## src/cdt_pkg.sv

```systemverilog
// ----------------------------------------------------------------------------
// cdt_pkg
// Shared types, codes and constants of the countdown timer with presets.
// ----------------------------------------------------------------------------
package cdt_pkg;

   localparam int NUM_PRESETS = 2;

   // timer modes
   localparam logic [1:0] MODE_CONFIG = 2'd0;
   localparam logic [1:0] MODE_TICK   = 2'd1;
   localparam logic [1:0] MODE_ALERT  = 2'd2;

   // input actions
   localparam logic [3:0] ACT_TICK         = 4'd0;
   localparam logic [3:0] ACT_GO_CLICK     = 4'd1;
   localparam logic [3:0] ACT_GO_HOLD      = 4'd2;
   localparam logic [3:0] ACT_UP_CLICK     = 4'd3;
   localparam logic [3:0] ACT_DOWN_CLICK   = 4'd4;
   localparam logic [3:0] ACT_UP_HOLD      = 4'd5;
   localparam logic [3:0] ACT_DOWN_HOLD    = 4'd6;
   localparam logic [3:0] ACT_PRESET_CLICK = 4'd7;
   localparam logic [3:0] ACT_PRESET_HOLD  = 4'd8;

   // register indexes
   localparam logic [1:0] REG_COUNT_LIMIT   = 2'd0;
   localparam logic [1:0] REG_MS_PER_SECOND = 2'd1;
   localparam logic [1:0] REG_MINUTES_STEP  = 2'd2;
   localparam logic [1:0] REG_SECONDS_STEP  = 2'd3;

   localparam logic [10:0] RST_COUNT_LIMIT   = 11'd1800;
   localparam logic [9:0]  RST_MS_PER_SECOND = 10'd1000;
   localparam logic [4:0]  RST_MINUTES_STEP  = 5'd5;
   localparam logic [5:0]  RST_SECONDS_STEP  = 6'd10;

   // divide by 60 for values below 2048: (x * 2185) >> 17
   localparam logic [11:0] DIV60_MUL   = 12'd2185;
   localparam int          DIV60_SHIFT = 17;

   typedef struct packed {
      logic [3:0] action;
      logic [9:0] elapsed_ms;
      logic       preset_index;
   } req_word_type;

   typedef struct packed {
      logic [1:0]         mode;
      logic signed [11:0] remaining_seconds;
      logic               selected_field;
      logic               buzzer_on;
      logic               beep;
      logic [10:0]        preset_zero;
      logic [10:0]        preset_one;
   } rsp_word_type;

   typedef struct packed {
      logic [10:0] count_limit;
      logic [9:0]  ms_per_second;
      logic [4:0]  min_hold_step;
      logic [5:0]  sec_hold_step;
   } cfg_type;

   typedef struct packed {
      logic [1:0]                   mode;
      logic signed [11:0]           count;
      logic [10:0]                  acc;
      logic                         field_sel;
      logic                         buzzer;
      logic [NUM_PRESETS-1:0][10:0] preset;
   } state_type;

endpackage

```

## src/cdt_csr.sv

```systemverilog
// ----------------------------------------------------------------------------
// cdt_csr
// Register file behind the APB-style configuration port.
// ----------------------------------------------------------------------------
module cdt_csr (
   input  logic             clock,
   input  logic             reset,
   input  logic             csr_psel,
   input  logic             csr_penable,
   input  logic             csr_pwrite,
   input  logic [3:0]       csr_paddr,
   input  logic [31:0]      csr_pwdata,
   output logic [31:0]      csr_prdata,
   output logic             csr_pready,
   output cdt_pkg::cfg_type cfg
);

   cdt_pkg::cfg_type cfg_ff;
   cdt_pkg::cfg_type cfg_in;
   logic             wr_en;
   logic [1:0]       reg_sel;

   assign wr_en      = csr_psel & csr_penable & csr_pwrite;
   assign reg_sel    = csr_paddr[3:2];
   assign csr_pready = 1'b1;
   assign cfg        = cfg_ff;

   always_comb begin
      cfg_in = cfg_ff;
      if (wr_en) begin
         case (reg_sel)
            cdt_pkg::REG_COUNT_LIMIT:   cfg_in.count_limit   = csr_pwdata[10:0];
            cdt_pkg::REG_MS_PER_SECOND: cfg_in.ms_per_second = csr_pwdata[9:0];
            cdt_pkg::REG_MINUTES_STEP:  cfg_in.min_hold_step = csr_pwdata[4:0];
            cdt_pkg::REG_SECONDS_STEP:  cfg_in.sec_hold_step = csr_pwdata[5:0];
            default: cfg_in = cfg_ff;
         endcase
      end
   end

   always_comb begin
      case (reg_sel)
         cdt_pkg::REG_COUNT_LIMIT:   csr_prdata = {21'b0, cfg_ff.count_limit};
         cdt_pkg::REG_MS_PER_SECOND: csr_prdata = {22'b0, cfg_ff.ms_per_second};
         cdt_pkg::REG_MINUTES_STEP:  csr_prdata = {27'b0, cfg_ff.min_hold_step};
         cdt_pkg::REG_SECONDS_STEP:  csr_prdata = {26'b0, cfg_ff.sec_hold_step};
         default: csr_prdata = 32'b0;
      endcase
   end

   always_ff @(posedge clock) begin
      if (reset) begin
         cfg_ff.count_limit   <= cdt_pkg::RST_COUNT_LIMIT;
         cfg_ff.ms_per_second <= cdt_pkg::RST_MS_PER_SECOND;
         cfg_ff.min_hold_step <= cdt_pkg::RST_MINUTES_STEP;
         cfg_ff.sec_hold_step <= cdt_pkg::RST_SECONDS_STEP;
      end else begin
         cfg_ff <= cfg_in;
      end
   end

endmodule

```

## src/cdt_step.sv

```systemverilog
// ----------------------------------------------------------------------------
// cdt_step
// Next-state logic: applies one input word to the timer state.
// ----------------------------------------------------------------------------
module cdt_step (
   input  cdt_pkg::state_type    state,
   input  cdt_pkg::req_word_type word,
   input  cdt_pkg::cfg_type      cfg,
   output cdt_pkg::state_type    state_nxt,
   output logic                  beep
);

   logic               config_mode;
   logic               up;
   logic               big;
   logic               idx_ok;
   logic [10:0]        cnt_u;
   logic [22:0]        prod;
   logic [5:0]         whole;
   logic [10:0]        whole60;
   logic [5:0]         part;
   logic [4:0]         step_m;
   logic [5:0]         step_s;
   logic [10:0]        step60;
   logic [6:0]         part_plus;
   logic signed [13:0] c_s;
   logic signed [13:0] part_s;
   logic signed [13:0] step_s_s;
   logic signed [13:0] step60_s;
   logic signed [13:0] adj_val;
   logic [10:0]        adj_res;
   logic [10:0]        preset_val;
   logic [10:0]        preset_ld;
   logic [11:0]        acc_sum;
   logic signed [12:0] dec_val;
   logic signed [12:0] neg_max;
   logic signed [11:0] alert_cnt;
   logic signed [11:0] tick_cnt;

   assign config_mode = (state.mode == cdt_pkg::MODE_CONFIG);
   assign up  = (word.action == cdt_pkg::ACT_UP_CLICK) || (word.action == cdt_pkg::ACT_UP_HOLD);
   assign big = (word.action == cdt_pkg::ACT_UP_HOLD) || (word.action == cdt_pkg::ACT_DOWN_HOLD);
   assign idx_ok = (32'(word.preset_index) < cdt_pkg::NUM_PRESETS);

   // in configuring mode the count is never negative
   assign cnt_u   = state.count[10:0];
   assign prod    = {12'b0, cnt_u} * {11'b0, cdt_pkg::DIV60_MUL};
   assign whole   = prod[cdt_pkg::DIV60_SHIFT +: 6];
   assign whole60 = {whole, 5'b0} + {whole, 5'b0} - {3'b0, whole, 2'b0}
                    - {3'b0, whole, 2'b0} + {3'b0, whole, 2'b0};
   assign part    = 6'(cnt_u - whole60);

   assign step_m  = big ? cfg.min_hold_step : 5'd1;
   assign step_s  = big ? cfg.sec_hold_step : 6'd1;
   assign step60  = {step_m, 6'b0} - {4'b0, step_m, 2'b0};
   assign part_plus = {1'b0, part} + {1'b0, step_s};

   assign c_s      = signed'({3'b0, cnt_u});
   assign part_s   = signed'({8'b0, part});
   assign step_s_s = signed'({8'b0, step_s});
   assign step60_s = signed'({3'b0, step60});

   always_comb begin
      if (!state.field_sel) begin
         if (!up && ({1'b0, whole} < {2'b0, step_m})) begin
            adj_val = part_s;
         end else if (up) begin
            adj_val = c_s + step60_s;
         end else begin
            adj_val = c_s - step60_s;
         end
      end else begin
         if (up) begin
            // seconds wrap inside their own field
            if (part_plus >= 7'd60) begin
               adj_val = c_s - part_s;
            end else begin
               adj_val = c_s + step_s_s;
            end
         end else if (part == 6'd0) begin
            adj_val = c_s + 14'sd60 - step_s_s;
         end else if (part <= step_s) begin
            adj_val = c_s - part_s;
         end else begin
            adj_val = c_s - step_s_s;
         end
      end
   end

   always_comb begin
      if (adj_val < 14'sd0) begin
         adj_res = 11'd0;
      end else if (adj_val > signed'({3'b0, cfg.count_limit})) begin
         adj_res = cfg.count_limit;
      end else begin
         adj_res = adj_val[10:0];
      end
   end

   assign preset_val = state.preset[word.preset_index];
   assign preset_ld  = (preset_val > cfg.count_limit) ? cfg.count_limit : preset_val;

   // tick decrement and overtime clamp
   assign acc_sum = {1'b0, state.acc} + {2'b0, word.elapsed_ms};
   assign dec_val = 13'(state.count) - 13'sd1;
   assign neg_max = -signed'({2'b0, cfg.count_limit});
   assign tick_cnt = 12'(dec_val);

   always_comb begin
      if (dec_val > 13'sd0) begin
         alert_cnt = 12'sd0;
      end else if (dec_val < neg_max) begin
         alert_cnt = 12'(neg_max);
      end else begin
         alert_cnt = 12'(dec_val);
      end
   end

   always_comb begin
      state_nxt = state;
      beep      = 1'b0;
      case (word.action)
         cdt_pkg::ACT_TICK: begin
            if (!config_mode) begin
               if (acc_sum >= {2'b0, cfg.ms_per_second}) begin
                  state_nxt.acc = 11'd0;
                  if (state.mode == cdt_pkg::MODE_ALERT) begin
                     state_nxt.buzzer = 1'b1;
                     state_nxt.count  = alert_cnt;
                  end else begin
                     state_nxt.count = tick_cnt;
                  end
               end else begin
                  state_nxt.acc = acc_sum[10:0];
               end
               if ((state.mode == cdt_pkg::MODE_TICK) && (state_nxt.count <= 12'sd0)) begin
                  state_nxt.mode = cdt_pkg::MODE_ALERT;
               end
            end
         end
         cdt_pkg::ACT_GO_CLICK, cdt_pkg::ACT_GO_HOLD: begin
            if (!config_mode) begin
               state_nxt.mode      = cdt_pkg::MODE_CONFIG;
               state_nxt.count     = 12'sd0;
               state_nxt.acc       = 11'd0;
               state_nxt.field_sel = 1'b0;
               state_nxt.buzzer    = 1'b0;
            end else if (word.action == cdt_pkg::ACT_GO_CLICK) begin
               state_nxt.field_sel = ~state.field_sel;
            end else if (state.count > 12'sd0) begin
               state_nxt.mode = cdt_pkg::MODE_TICK;
               state_nxt.acc  = 11'd0;
            end else begin
               beep = 1'b1;
            end
         end
         cdt_pkg::ACT_UP_CLICK, cdt_pkg::ACT_DOWN_CLICK,
         cdt_pkg::ACT_UP_HOLD, cdt_pkg::ACT_DOWN_HOLD: begin
            if (config_mode) begin
               state_nxt.count = signed'({1'b0, adj_res});
            end
         end
         cdt_pkg::ACT_PRESET_CLICK: begin
            if (config_mode && idx_ok) begin
               state_nxt.count = signed'({1'b0, preset_ld});
               if (preset_ld != 11'd0) begin
                  state_nxt.mode = cdt_pkg::MODE_TICK;
                  state_nxt.acc  = 11'd0;
               end else begin
                  beep = 1'b1;
               end
            end
         end
         cdt_pkg::ACT_PRESET_HOLD: begin
            if (config_mode && idx_ok && (state.count > 12'sd0)) begin
               state_nxt.preset[word.preset_index] = state.count[10:0];
               beep = 1'b1;
            end
         end
         default: state_nxt = state;
      endcase
   end

endmodule

```

## src/countdown_timer_with_presets_core.sv

```systemverilog
// ----------------------------------------------------------------------------
// countdown_timer_with_presets_core
// Countdown timer controller with two preset slots, driven by button and
// millisecond tick words, one result word per input word.
// ----------------------------------------------------------------------------
// One input word is taken per clock cycle, back to back, while the result
// register is not stalled. Each word is first registered in the input
// register, then the timer state and the result register update together
// when the word is processed. The rate is set by the state feedback loop
// through the next-state logic, which is combinational. A stalled result
// register holds its word while one more input word is still taken into the
// input register. The user must write configuration through the APB-style
// port only while no word is in flight; the block does not enforce this.
module countdown_timer_with_presets_core (
   input  logic                  clock,
   input  logic                  reset,
   input  logic                  req_valid,
   output logic                  req_ready,
   input  cdt_pkg::req_word_type req_word,
   output logic                  rsp_valid,
   input  logic                  rsp_ready,
   output cdt_pkg::rsp_word_type rsp_word,
   input  logic                  csr_psel,
   input  logic                  csr_penable,
   input  logic                  csr_pwrite,
   input  logic [3:0]            csr_paddr,
   input  logic [31:0]           csr_pwdata,
   output logic [31:0]           csr_prdata,
   output logic                  csr_pready
);

   cdt_pkg::cfg_type      cfg;
   cdt_pkg::state_type    state_ff;
   cdt_pkg::state_type    state_in;
   cdt_pkg::state_type    state_nxt;
   cdt_pkg::req_word_type in_word_ff;
   cdt_pkg::rsp_word_type rsp_word_ff;
   cdt_pkg::rsp_word_type rsp_word_in;
   logic                  in_valid_ff;
   logic                  in_valid_in;
   logic                  rsp_valid_ff;
   logic                  rsp_valid_in;
   logic                  step_beep;
   logic                  advance;
   logic                  fire;

   cdt_csr u_csr (
      .clock       (clock),
      .reset       (reset),
      .csr_psel    (csr_psel),
      .csr_penable (csr_penable),
      .csr_pwrite  (csr_pwrite),
      .csr_paddr   (csr_paddr),
      .csr_pwdata  (csr_pwdata),
      .csr_prdata  (csr_prdata),
      .csr_pready  (csr_pready),
      .cfg         (cfg)
   );

   cdt_step u_step (
      .state     (state_ff),
      .word      (in_word_ff),
      .cfg       (cfg),
      .state_nxt (state_nxt),
      .beep      (step_beep)
   );

   assign advance   = !rsp_valid_ff || rsp_ready;
   assign fire      = in_valid_ff && advance;
   assign req_ready = !in_valid_ff || advance;
   assign rsp_valid = rsp_valid_ff;
   assign rsp_word  = rsp_word_ff;

   always_comb begin
      in_valid_in = in_valid_ff && !advance;
      if (req_valid && req_ready) begin
         in_valid_in = 1'b1;
      end
      rsp_valid_in = rsp_valid_ff && !rsp_ready;
      if (fire) begin
         rsp_valid_in = 1'b1;
      end
      state_in = fire ? state_nxt : state_ff;
   end

   always_comb begin
      rsp_word_in.mode              = state_nxt.mode;
      rsp_word_in.remaining_seconds = state_nxt.count;
      rsp_word_in.selected_field    = state_nxt.field_sel;
      rsp_word_in.buzzer_on         = state_nxt.buzzer;
      rsp_word_in.beep              = step_beep;
      rsp_word_in.preset_zero       = state_nxt.preset[0];
      rsp_word_in.preset_one        = (cdt_pkg::NUM_PRESETS > 1) ?
                                      state_nxt.preset[(cdt_pkg::NUM_PRESETS > 1) ? 1 : 0] :
                                      11'd0;
   end

   always_ff @(posedge clock) begin
      if (reset) begin
         in_valid_ff  <= 1'b0;
         rsp_valid_ff <= 1'b0;
         state_ff     <= '0;
      end else begin
         in_valid_ff  <= in_valid_in;
         rsp_valid_ff <= rsp_valid_in;
         state_ff     <= state_in;
      end
   end

   always_ff @(posedge clock) begin
      if (req_valid && req_ready) begin
         in_word_ff <= req_word;
      end
      if (fire) begin
         rsp_word_ff <= rsp_word_in;
      end
   end

   // beep only comes from a refused start or a store, both while configuring
   a_beep_config: assert property (@(posedge clock) disable iff (reset)
      rsp_valid_ff && rsp_word_ff.beep |-> rsp_word_ff.mode == cdt_pkg::MODE_CONFIG)
      else $error("beep outside configuring mode");

   a_buzzer_alert: assert property (@(posedge clock) disable iff (reset)
      state_ff.buzzer |-> state_ff.mode == cdt_pkg::MODE_ALERT)
      else $error("buzzer on outside alerting mode");

   a_alert_nonpos: assert property (@(posedge clock) disable iff (reset)
      state_ff.mode == cdt_pkg::MODE_ALERT |-> state_ff.count <= 12'sd0)
      else $error("positive count while alerting");

   a_config_acc: assert property (@(posedge clock) disable iff (reset)
      state_ff.mode == cdt_pkg::MODE_CONFIG |-> state_ff.acc == 11'd0)
      else $error("ms accumulator not clear while configuring");

   a_fire_result: assert property (@(posedge clock) disable iff (reset)
      fire |=> rsp_valid_ff)
      else $error("processed word produced no result");

endmodule
```

## config.mk

```make
export PLATFORM = sky130hd
export DESIGN_NAME = countdown_timer_with_presets_core
export DESIGN_NICKNAME = d
export VERILOG_FILES = /design/src/cdt_pkg.sv /design/src/cdt_csr.sv /design/src/cdt_step.sv /design/src/countdown_timer_with_presets_core.sv
export SDC_FILE = /design/constraint.sdc
export NUM_CORES = 1
export LEC_CHECK = 0
export ABC_AREA = 1
export BUFFER_PORTS_ARGS = -buffer_cell sky130_fd_sc_hd__buf_2
export CAP_MARGIN = 5
export CORE_MARGIN = 2
export CORE_UTILIZATION = 50
export DETAILED_ROUTE_END_ITERATION = 10
export MAX_ROUTING_LAYER = met4
export PLACE_DENSITY_LB_ADDON = 0.3
export SLEW_MARGIN = 40
export SYNTH_ARGS = -nofsm -noshare
export SYNTH_HDL_FRONTEND = slang
export SYNTH_SLANG_ARGS = --single-unit
```

## constraint.sdc

```tcl
create_clock -name clock -period 13.8 [get_ports clock]
set_clock_uncertainty 0.05 [all_clocks]
set_input_delay 2.07 -clock clock [delete_from_list [all_inputs] [get_ports clock]]
set_output_delay 2.07 -clock clock [all_outputs]
set_load 0.01 [all_outputs]
```

==> summary.md <==
| Metric | Value |
|---|---|
| Status | finished clean |
| CTS tree | done |
| EDFF count, synth | 54 |
| IO Pins | 132 |
| YS warnings | 0 |
| Initial Utilization | 0.506 |
| Max-Slew Margin vs Limit | 0.423 |
| Yosys reg bits | 137 |
| Hold path depth | 2 |
| Post-Route WL | 42000 um |
| CTS max path bufs | 2 |
| Mapped cell area | 0.0140 mm^2 |
| CP max stage delay | 860 ps |
| Commonest non-fill, non-tap cell in the layout | nand2_1 |
| Vias | 13900 |
| Clock slew at reported path FFs | 60 ps |
| Port bufs | 86 |
| Leakage power | 7.81 nW |
| Cell Rows | 61 |
| R2r worst-path depth | 55 |
| Number of hold buffers added after CTS | 0 |
| Max_cap viols | 0 |
| Worst VDD drop | 0.0664 mV |
| P&R area growth vs syn | 8.62% |
| Synth top area share | 0.145 |
| Cells after Synth | 2039 |
| Later-pin clock latency in the skew report | 440 ps |
| Fillers | 2687 |
| Fmax | 100 MHz |
| Pre-CTS WS | 3950 ps |
| Slew Viols, Final | 0 |
| Remaining Overflow, GRT | 0 |
| CTS buffer count | 17 |
| Commonest cells after routing, fill and taps aside | 460 x nand2_1, 300 x inv_1, 208 x o21ai_0 |
| Hold Path Class | flip-flop to flip-flop |
| Post-Layout Inst Area | 0.0152 mm^2 |
| GRT Total Usage | 0.295 |
| Worst endpoint required time | 13940 ps |
| First-pass GRT wire length | 65700 um |
| CP endpoint kind | flip-flop |
| Largest cells by area after synthesis | ha_1 15%, nand2_1 12%, dfxtp_1 12%, edfxtp_1 12%, inv_1 8.1% |
| Area of the multi-input gates | 0.00909 mm^2 |
| Die Footprint | 0.0293 mm^2 |
| Power Dens Cells | 119 mW/mm^2 |
| Largest net degree at the start of global routing | 79 |
| Cell taking the most area after synthesis | ha_1 |
| Mean Syn Cell Area | 6.85 um^2 |
| Register area share after synthesis | 0.235 |
| RSZ-0062 raised after global routing | no |
| Core Util, Final | 0.549 |
| Total negative setup slack | 0 ps |
| Reg area | 0.00328 mm^2 |
| Yosys cell types | 63 |
| Cts repair resizes | 0 |
| Root buf cell | clkbuf_16 |
| Pre-Repair DR Iteration Count | 5 |
| Max H-tree Level | 4 |
| Crit path top cell by count | nand2_1 |
| Period utilization | 0.723 |
| Worst-path maximum fanout | 14 |
| Share of cells above drive strength 1 | 0.103 |
| Overall die height | 171 um |
| Initial DRC Count | 1247 |
| Final setup fails | 0 |
| Via-to-Cell Ratio | 5.58 |
| Number of global-route vias before repair | 12700 |
| Most used DFF post-synth | dfxtp_1 |
| Startpoint Class | flip-flop |
| Core ar. | 0.0276 mm^2 |
| GPL Wtd Cong | 1.03 |
| Final setup margin | 3820 ps |
| Final hold violations | 0 |
| Tmin final | 9980 ps |
| Area after DPL | 0.0146 mm^2 |
| NumNets Final | 2333 |
| Postcts setup bufs | 0 |
| Antenna viol nets, final | 0 |
| Worst-Margin Slew | 865 ps |
| Crit Path Class | flip-flop to flip-flop |
| TritonCTS Sinks | 137 |
| WL per Instance | 16.9 um |
| # diodes | 0 |
| Critical Path AT | 10120 ps |
| Post-synth ARST share | 0 |
| Die Wd | 171 um |
| Hpwl dp | 31700 um |
| # DRC | 0 |
| Initial antenna violation count | 0 |
| Slowest stage cell, crit path | dfxtp_1 |
-- kinds of logic (layout without fill, tap and decap cells) --
family          count (synthesis)  in the layout  synth area share
simple gates                  810            810             0.251
compound gates                446            446             0.183
buf+inv                       399            450             0.121
fa+ha+maj                     178            178             0.168
flops                         137            137             0.235
xor+xnor                       67             67            0.0420
other cells                     2             22          0.000538
-- registers in the layout, indices dropped and copies added (netlist names) --
register,flops
state_ff,49
rsp_word,39
u_csr.cfg,32
in_word_ff,15
in_valid_ff,1
rsp_valid,1
-- final cells by class --
class	count	share of cell area
inverter	313	0.0774
multi-input combinational	1523	0.599
clock buffer	17	0.0280
clock inverter	15	0.0101
sequential	137	0.216
tap	378	0.0312
timing repair buffer	105	0.0380
-- per-layer routing --
layer | global-route usage | vias to the layer above | share of wire
met5 | - | - | 0
met4 | 0.105 | 0 | 0.031
met3 | 0.0389 | 83 | 0.073
met2 | 0.458 | 561 | 0.45
met1 | 0.395 | 6437 | 0.45
li1 | - | 6793 | -
-- stage by stage --
stage / cells / power (mW) / hold WS [ps]
detailed placement: 2456 / 1.33 / 403
CTS: 2488 / 1.79 / 412
finish: 2488 / 1.81 / 407
floorplan: 2059 / 1.13 / 378
global placement: 2456 / 1.32 / 396
global route: 2488 / 1.94 / 441
-- Yosys cell counts, types with 18 or more instances --
cell type	instances
xor2_1	61
inv_1	301
dfxtp_1	83
edfxtp_1	54
nand4_1	18
nand2_2	24
nor2_1	145
buf_4	26
clkbuf_1	40
nand3_1	106
o211ai_1	30
ha_1	162
o21ai_0	208
a21oi_1	124
nand2_1	460
-- worst max-delay path, delay by kind of cell, from the launching register on --
| kind | cells | cell delay [ps] |
|---|---|---|
| AOI/OAI and AO/OA | 8 | 1310 |
| xor gates and xnor gates | 1 | 440 |
| adders and majority gates | 10 | 3390 |
| buffers and inverters | 11 | 1100 |
| DFF | 1 | 860 |
| and+or+nand+nor | 25 | 2570 |
-- power breakdown --
part,total [mW],internal (mW),switching [mW]
clock,0.457,0.255,0.202
combinational,0.893,0.293,0.601
sequential,0.457,0.443,0.0137
-- worst paths after layout --
check                                  start            to  slack, ps
worst min register to register  state_ff[34]  state_ff[34]        410
worst max-delay path            state_ff[44]  rsp_word[28]       3820
worst min-delay path            state_ff[34]  state_ff[34]        410
worst max register to register  state_ff[44]  rsp_word[28]       3820
(Power assumes the default switching activity.)
